<file path="config.mk">
export PLATFORM = sky130hd
export DESIGN_NAME = int8_bias_quantizer_sqnorm_top
export DESIGN_NICKNAME = d
export VERILOG_FILES = /design/src/design/ibq_pkg.sv /design/src/design/ibq_quant.sv /design/src/design/ibq_sqacc.sv /design/src/design/int8_bias_quantizer_sqnorm_top.sv
export SDC_FILE = /design/constraint.sdc
export NUM_CORES = 2
export LEC_CHECK = 0
export BUFFER_PORTS_ARGS = -buffer_cell sky130_fd_sc_hd__buf_4
export CORE_ASPECT_RATIO = 0.75
export CORE_MARGIN = 2
export CORE_UTILIZATION = 35
export CTS_CLUSTER_DIAMETER = 30
export DETAILED_ROUTE_END_ITERATION = 6
export PLACE_DENSITY = 0.55
export SETUP_SLACK_MARGIN = 0.4
export SYNTH_ARGS = -nofsm -noshare
export SYNTH_HDL_FRONTEND = slang
export SYNTH_HIERARCHICAL = 1
export SYNTH_SLANG_ARGS = --single-unit
</file>
<file path="constraint.sdc">
create_clock -name clk_i -period 15.3 [get_ports clk_i]
set_clock_uncertainty 0.05 [all_clocks]
set_input_delay 0.765 -clock clk_i [delete_from_list [all_inputs] [get_ports clk_i]]
set_output_delay 0.765 -clock clk_i [all_outputs]
set_load 0.05 [all_outputs]
</file>
<file path="src/design/ibq_pkg.sv">
// shared widths, register indexes and types for the int8 bias quantizer
`default_nettype none
package ibq_pkg;

  localparam int unsigned SampleW = 24;
  localparam int unsigned BiasW   = 17;
  localparam int unsigned DimW    = 11;
  localparam int unsigned CodeW   = 8;
  localparam int unsigned SumW    = 57;
  localparam int unsigned SqW     = 2 * SampleW;
  localparam int unsigned CfgIdxW = 1;

  // configuration register indexes
  localparam logic [CfgIdxW-1:0] CFG_BIAS = 1'b0;
  localparam logic [CfgIdxW-1:0] CFG_DIM  = 1'b1;

  // int8 code limits
  localparam logic signed [CodeW-1:0] CODE_MAX = 8'sd127;
  localparam logic signed [CodeW-1:0] CODE_MIN = -8'sd128;

  // per-element result of the squared norm unit
  typedef struct packed {
    logic            last;
    logic [SumW-1:0] sum_half;
  } sq_res_t;

endpackage
`default_nettype wire

</file>
<file path="src/design/ibq_quant.sv">
// bias add, round half away from zero and clamp to int8
`default_nettype none
module ibq_quant (
  input  wire logic signed [ibq_pkg::SampleW-1:0] sample_i,
  input  wire logic signed [ibq_pkg::BiasW-1:0]   bias_i,
  output logic signed [ibq_pkg::CodeW-1:0]        code_o
);

  // q8 sum needs sample width plus two bits
  localparam int unsigned XW = ibq_pkg::SampleW + 2;

  logic signed [XW-1:0] x;
  logic [XW-1:0]        mag;
  logic [XW:0]          rsum;
  logic [XW-8:0]        rmag;
  logic [ibq_pkg::CodeW-1:0] r8;

  assign x = $signed({{2{sample_i[ibq_pkg::SampleW-1]}}, sample_i})
           + $signed({bias_i[ibq_pkg::BiasW-1], bias_i, 8'h00});

  // magnitude, the most negative value wraps to its unsigned magnitude
  assign mag  = x[XW-1] ? XW'(-x) : XW'(x);
  assign rsum = (XW+1)'(mag) + (XW+1)'(128);
  assign rmag = rsum[XW:8];
  assign r8   = rmag[ibq_pkg::CodeW-1:0];

  always_comb begin
    if (x[XW-1]) begin
      if (rmag > (XW-7)'(128)) begin
        code_o = ibq_pkg::CODE_MIN;
      end else begin
        code_o = $signed(ibq_pkg::CodeW'(8'd0 - r8));
      end
    end else begin
      if (rmag > (XW-7)'(127)) begin
        code_o = ibq_pkg::CODE_MAX;
      end else begin
        code_o = $signed(r8);
      end
    end
  end

endmodule
`default_nettype wire

</file>
<file path="src/design/ibq_sqacc.sv">
// squared norm accumulator and element counter for one vector
`default_nettype none
module ibq_sqacc #(
  parameter int unsigned MAX_DIM = 1024
) (
  input  wire logic                               clk_i,
  input  wire logic                               rst_ni,
  input  wire logic                               step_i,
  input  wire logic signed [ibq_pkg::SampleW-1:0] sample_i,
  input  wire logic [ibq_pkg::DimW-1:0]           dimension_i,
  output ibq_pkg::sq_res_t                        res_o
);

  localparam int unsigned IdxW = (MAX_DIM > 1) ? $clog2(MAX_DIM) : 1;
  localparam int unsigned CntW = $clog2(MAX_DIM + 1);
  localparam int unsigned CmpW = (CntW > ibq_pkg::DimW) ? CntW : ibq_pkg::DimW;
  localparam int unsigned AbsW = ibq_pkg::SampleW;
  localparam int unsigned SumW = ibq_pkg::SumW;

  logic [SumW-1:0] acc_q, acc_d;
  logic [IdxW-1:0] idx_q, idx_d;

  logic [AbsW-1:0]          abs_s;
  logic [ibq_pkg::SqW-1:0]  sq;
  logic [SumW:0]            acc_sum;
  logic [SumW-1:0]          acc_sat;
  logic [CmpW-1:0]          dim_ext;
  logic [CmpW-1:0]          eff_dim;
  logic [CmpW-1:0]          idx_inc;
  logic                     last;

  assign abs_s = sample_i[AbsW-1] ? AbsW'(-sample_i) : AbsW'(sample_i);
  assign sq    = ibq_pkg::SqW'(abs_s) * ibq_pkg::SqW'(abs_s);

  // saturate, only reachable at large MAX_DIM
  assign acc_sum = (SumW+1)'(acc_q) + (SumW+1)'(sq);
  assign acc_sat = acc_sum[SumW] ? {SumW{1'b1}} : acc_sum[SumW-1:0];

  // zero acts as one, oversize acts as MAX_DIM
  assign dim_ext = CmpW'(dimension_i);
  always_comb begin
    if (dim_ext == '0) begin
      eff_dim = CmpW'(1);
    end else if (dim_ext > CmpW'(MAX_DIM)) begin
      eff_dim = CmpW'(MAX_DIM);
    end else begin
      eff_dim = dim_ext;
    end
  end

  assign idx_inc = CmpW'(idx_q) + CmpW'(1);
  assign last    = (idx_inc >= eff_dim);

  assign res_o.last     = last;
  assign res_o.sum_half = last ? acc_sat : '0;

  always_comb begin
    acc_d = acc_q;
    idx_d = idx_q;
    if (step_i) begin
      if (last) begin
        acc_d = '0;
        idx_d = '0;
      end else begin
        acc_d = acc_sat;
        idx_d = idx_inc[IdxW-1:0];
      end
    end
  end

  always_ff @(posedge clk_i or negedge rst_ni) begin
    if (!rst_ni) begin
      acc_q <= '0;
      idx_q <= '0;
    end else begin
      acc_q <= acc_d;
      idx_q <= idx_d;
    end
  end

endmodule
`default_nettype wire

</file>
<file path="src/design/int8_bias_quantizer_sqnorm_top.sv">
// top level of the int8 bias quantizer with half squared norm per vector
// one beat in, one beat out: each sample is registered, then combinational
// logic adds the bias, rounds half away from zero and clamps to int8, while a
// 24x24 squarer feeds a 57-bit running sum; the result lands in an output
// register. one beat is taken every cycle when the output side does not
// stall; the rate is set by the combinational square and accumulate. the beat
// that completes a vector (dimension elements, zero read as one, values above
// MAX_DIM read as MAX_DIM) carries last high and half the sum of squares with
// 17 fraction bits, then the sum and element count clear. half_sqnorm_o is
// zero on other beats. bias and dimension are written through the plain write
// port; the user must write them only while the block is idle, the block
// itself does not enforce it.
`default_nettype none
module int8_bias_quantizer_sqnorm_top #(
  parameter int unsigned MAX_DIM = 1024
) (
  input  wire logic                               clk_i,
  input  wire logic                               rst_ni,
  // configuration write port
  input  wire logic                               cfg_we_i,
  input  wire logic [ibq_pkg::CfgIdxW-1:0]        cfg_idx_i,
  input  wire logic [ibq_pkg::BiasW-1:0]          cfg_data_i,
  // input channel
  input  wire logic                               in_valid_i,
  output logic                                    in_stall_o,
  input  wire logic signed [ibq_pkg::SampleW-1:0] sample_i,
  // output channel
  output logic                                    out_valid_o,
  input  wire logic                               out_stall_i,
  output logic signed [ibq_pkg::CodeW-1:0]        code_o,
  output logic                                    last_o,
  output logic [ibq_pkg::SumW-1:0]                half_sqnorm_o
);

  // configuration registers
  logic signed [ibq_pkg::BiasW-1:0] bias_q;
  logic [ibq_pkg::DimW-1:0]         dim_q;

  always_ff @(posedge clk_i or negedge rst_ni) begin
    if (!rst_ni) begin
      bias_q <= '0;
      dim_q  <= ibq_pkg::DimW'(1);
    end else if (cfg_we_i) begin
      case (cfg_idx_i)
        ibq_pkg::CFG_BIAS: bias_q <= $signed(cfg_data_i);
        ibq_pkg::CFG_DIM:  dim_q  <= cfg_data_i[ibq_pkg::DimW-1:0];
        default: ;
      endcase
    end
  end

  // pipeline control: the output register frees up when empty or drained,
  // the input register moves forward whenever the output register frees up
  logic s1_valid_q, s1_valid_d;
  logic out_valid_q, out_valid_d;
  logic out_free;
  logic s1_move;
  logic in_take;

  assign out_free   = !out_valid_q || !out_stall_i;
  assign s1_move    = s1_valid_q && out_free;
  assign in_take    = in_valid_i && !in_stall_o;
  assign in_stall_o = s1_valid_q && !out_free;

  always_comb begin
    s1_valid_d  = s1_valid_q;
    out_valid_d = out_valid_q;
    if (out_free) begin
      out_valid_d = s1_valid_q;
    end
    if (in_take) begin
      s1_valid_d = 1'b1;
    end else if (s1_move) begin
      s1_valid_d = 1'b0;
    end
  end

  always_ff @(posedge clk_i or negedge rst_ni) begin
    if (!rst_ni) begin
      s1_valid_q  <= 1'b0;
      out_valid_q <= 1'b0;
    end else begin
      s1_valid_q  <= s1_valid_d;
      out_valid_q <= out_valid_d;
    end
  end

  // input sample register
  logic signed [ibq_pkg::SampleW-1:0] sample_q;

  always_ff @(posedge clk_i) begin
    if (in_take) begin
      sample_q <= sample_i;
    end
  end

  // quantizer and squared norm on the registered sample
  logic signed [ibq_pkg::CodeW-1:0] code_c;
  ibq_pkg::sq_res_t                 sq_res;

  ibq_quant u_quant (
    .sample_i (sample_q),
    .bias_i   (bias_q),
    .code_o   (code_c)
  );

  ibq_sqacc #(
    .MAX_DIM (MAX_DIM)
  ) u_sqacc (
    .clk_i       (clk_i),
    .rst_ni      (rst_ni),
    .step_i      (s1_move),
    .sample_i    (sample_q),
    .dimension_i (dim_q),
    .res_o       (sq_res)
  );

  // result register, holds while the output side stalls
  logic signed [ibq_pkg::CodeW-1:0] code_q;
  logic                             last_q;
  logic [ibq_pkg::SumW-1:0]         sum_q;

  always_ff @(posedge clk_i) begin
    if (s1_move) begin
      code_q <= code_c;
      last_q <= sq_res.last;
      sum_q  <= sq_res.sum_half;
    end
  end

  assign out_valid_o   = out_valid_q;
  assign code_o        = code_q;
  assign last_o        = last_q;
  assign half_sqnorm_o = sum_q;

endmodule
`default_nettype wire
</file>
==> results.py <==
metrics = {
    "status": {
        "run_status": "complete, no violations",
    },
    "placement": {
        "placed_area_sq_um": 30400,
        "place_congestion": 0.932,
        "portBuffers": 114,
        "hpwl_um": 67600,
    },
    "cts": {
        "hold_buffers": 0,
        "worstSkewPairLatency_ns": 0.50,
        "cts_tree": "yes",
        "htree_levels": 4,
        "cts_setup_buffers": 0,
        "clock-root-buffer": "clkbuf_16",
        "clk_pin_slew_ns": 0.07,
        "clock-sinks": 187,
        "clock_path_buffers": 2,
        "cts_resized": 0,
        "cts_buffers": 17,
    },
    "logic_synthesis": {
        "synthFlopType": "dfrtp_1",
        "synthSimpleGateAreaFrac_pct": 12.6,
        "synth_edf_count": 90,
        "synth_compound_area_share_pct": 9.88,
        "synth_fa_ha_area_share_pct": 42.7,
        "synth_seq_cells": 187,
        "synth_top_family_by_area": "adder cells",
        "synth.avg_cell_area_sq_um": 9.30,
        "ys_warn_count": 6,
        "synth_xor_area_share_pct": 3.76,
        "yosysUniqueCellTypes": 97,
        "synthArstFlopShare_pct": 51.9,
        "yosysSeqAreaShare_pct": 18.1,
        "synth_area_sq_um": 28400,
        "muxShareOfSynthArea_pct": 1.61,
        "synthCells": 3049,
    },
    "setup_path": {
        "crit_top_cell": "inv_1",
        "r2r-end": "u_sqacc/acc_q[44]$_DFFE_PN0P_",
        "crit_path_top_delay_cell": "edfxtp_1",
        "arrival_ns": 12.76,
        "reg2reg_from": "sample_q[0]$_DFFE_PP_",
        "slowest_delay_ns": 1.15,
        "critPathRequiredTime_ns": 15.65,
        "ff2ff_setup_slack_ns": 2.89,
        "rr_worst_depth": 35,
        "critPathCaptureType": "flip-flop",
        "cp_max_fo": 17,
        "start_kind": "flip-flop",
        "criticalPathCategory": "flip-flop to flip-flop",
    },
    "routing": {
        "dr.pass1.iters": 5,
        "drcViolationCount": 0,
        "vias": 20912,
        "routed_wl_um": 83500,
        "first_iter_violations": 1645,
        "avgViaCountPerCell": 5.00,
        "wl_per_cell_um": 20.0,
        "drtAntennaViolNets": 0,
    },
    "timing": {
        "rsz0062_at_grt": "false",
        "setup_tns_ns": 0,
        "fmax_mhz": 80.6,
        "relSlewSlack_pct": 19.7,
        "timing.final.crit_share_pct": 81.1,
        "finalCriticalPeriod_ns": 12.41,
        "worst_hold_slack_ns": 0.178,
        "final_hold_viol_count": 0,
        "tightestPinTransition_ns": 1.20,
        "final-setup-viol-count": 0,
        "slew_violations": 0,
    },
    "finish": {
        "layout-drive-gt1-share_pct": 8.03,
        "stdcell_area_sq_um": 31000,
        "mostFrequentLayoutCells": "706 x inv_1, 473 x fa_1, 274 x nand2_1",
        "diodes": 0,
        "syn_to_final_growth_pct": 9.17,
        "nets": 3842,
        "layout_commonest_cell": "inv_1",
    },
    "die": {
        "coreArea_sq_um": 80400,
        "start_util_pct": 35.3,
        "ios": 115,
        "die_w_um": 333,
        "die_area_sq_um": 83400,
        "die_h_um": 251,
        "row_count": 90,
    },
    "hold_path": {
        "hold_class": "input port to asynchronous set/reset pin",
    },
    "grt": {
        "grt_max_degree": 62,
        "grt_pass1_vias": 21215,
        "grt_use_total_pct": 20.8,
        "grt_first_pass_wirelength_um": 131000,
        "grt_remaining_overflow": 0,
        "antenna_found_initial": 0,
    },
    "run": {
        "drv_cap": 0,
    },
}
==> metal layers <==
metal  wire, um  global-route usage (%)
met5          0                       0
met4       1260                    4.20
met3       7370                    5.88
met2      33300                    28.2
met1      41600                    32.4
==> state kept, by name, summed over array words and instances, names as in the netlist, 8 cells and up <==
| register | flops |
|---|---|
| dim_q | 11 |
| sample_q | 24 |
| bias_q | 17 |
| u_sqacc/idx_q | 10 |
| code_o | 8 |
| u_sqacc/acc_q | 57 |
| half_sqnorm_o | 57 |
==> synth_stat cells (all sizes together), types with 31 or more instances <==
cell type / instances / area share [%]
inv: 709 / 9.4
fa: 473 / 33
nand2: 278 / 3.7
nor2: 268 / 3.6
ha: 210 / 9.3
a21oi: 97 / 1.7
dfrtp: 96 / 8.5
clkbuf: 94 / 1.2
edfxtp: 90 / 9.5
xnor2: 72 / 2.2
o21ai: 59 / 1.0
xor2: 49 / 1.5
o2bb2ai: 47 / 1.5
nand3: 40 / 0.71
nor3: 38 / 0.71
nand4: 37 / 0.82
a21o: 35 / 0.93
mux2: 31 / 1.4
==> per-stage QoR <==
step | util, % | worst slack [ns] | instances
final | 38.5 | 2.89 | 4182
after global placement | 37.8 | 3.42 | 4151
after detailed placement | 37.8 | 3.00 | 4151
after CTS | 38.5 | 2.96 | 4182
after floorplan | - | 5.61 | 3066
after global routing | 38.5 | 2.23 | 4182
==> final cells by class <==
cell class                 count  area [sq um]
fill                        8226         49400
multi-input combinational   2042         20100
timing repair buffer         146          1100
clock buffer                  20           458
tap                         1058          1320
sequential                   187          5130
inverter                     718          2700
clock inverter                11           135
==> worst max-delay path by stage <==
| stage | end | depth (start not counted) | from |
|---|---|---|---|
| finish | u_sqacc/acc_q[44]$_DFFE_PN0P_ | 35 | sample_q[0]$_DFFE_PP_ |
| global route | u_sqacc/acc_q[44]$_DFFE_PN0P_ | 35 | sample_q[0]$_DFFE_PP_ |
| CTS | half_sqnorm_o[51]$_DFFE_PP_ | 35 | sample_q[0]$_DFFE_PP_ |
| detailed placement | half_sqnorm_o[51]$_DFFE_PP_ | 35 | sample_q[0]$_DFFE_PP_ |
| global placement | half_sqnorm_o[51]$_DFFE_PP_ | 33 | sample_q[0]$_DFFE_PP_ |
| floorplan | half_sqnorm_o[51]$_DFFE_PP_ | 33 | sample_q[0]$_DFFE_PP_ |
==> logic make-up after synthesis <==
group / after synthesis
xor gates and xnor gates: 121
buffers and inverters: 837
AOI/OAI and AO/OA: 396
DFF: 187
muxes: 38
and+or+nand+nor: 784
adders and majority gates: 684
other: 2
==> critical path, delay by kind of cell (launching register included) <==
family | cells | cell delay [ns]
AO/OA/AOI/OAI | 6 | 1.74
AND/OR/NAND/NOR | 9 | 2.32
flip-flops | 1 | 1.15
multiplexers | 1 | 0.25
buffers and inverters | 9 | 1.74
XOR/XNOR | 1 | 0.57
adder cells (fa/ha/maj) | 9 | 4.42
Power is not shown: default switching activity piles up to over one toggle a cycle in this logic, so the estimate is an artifact.
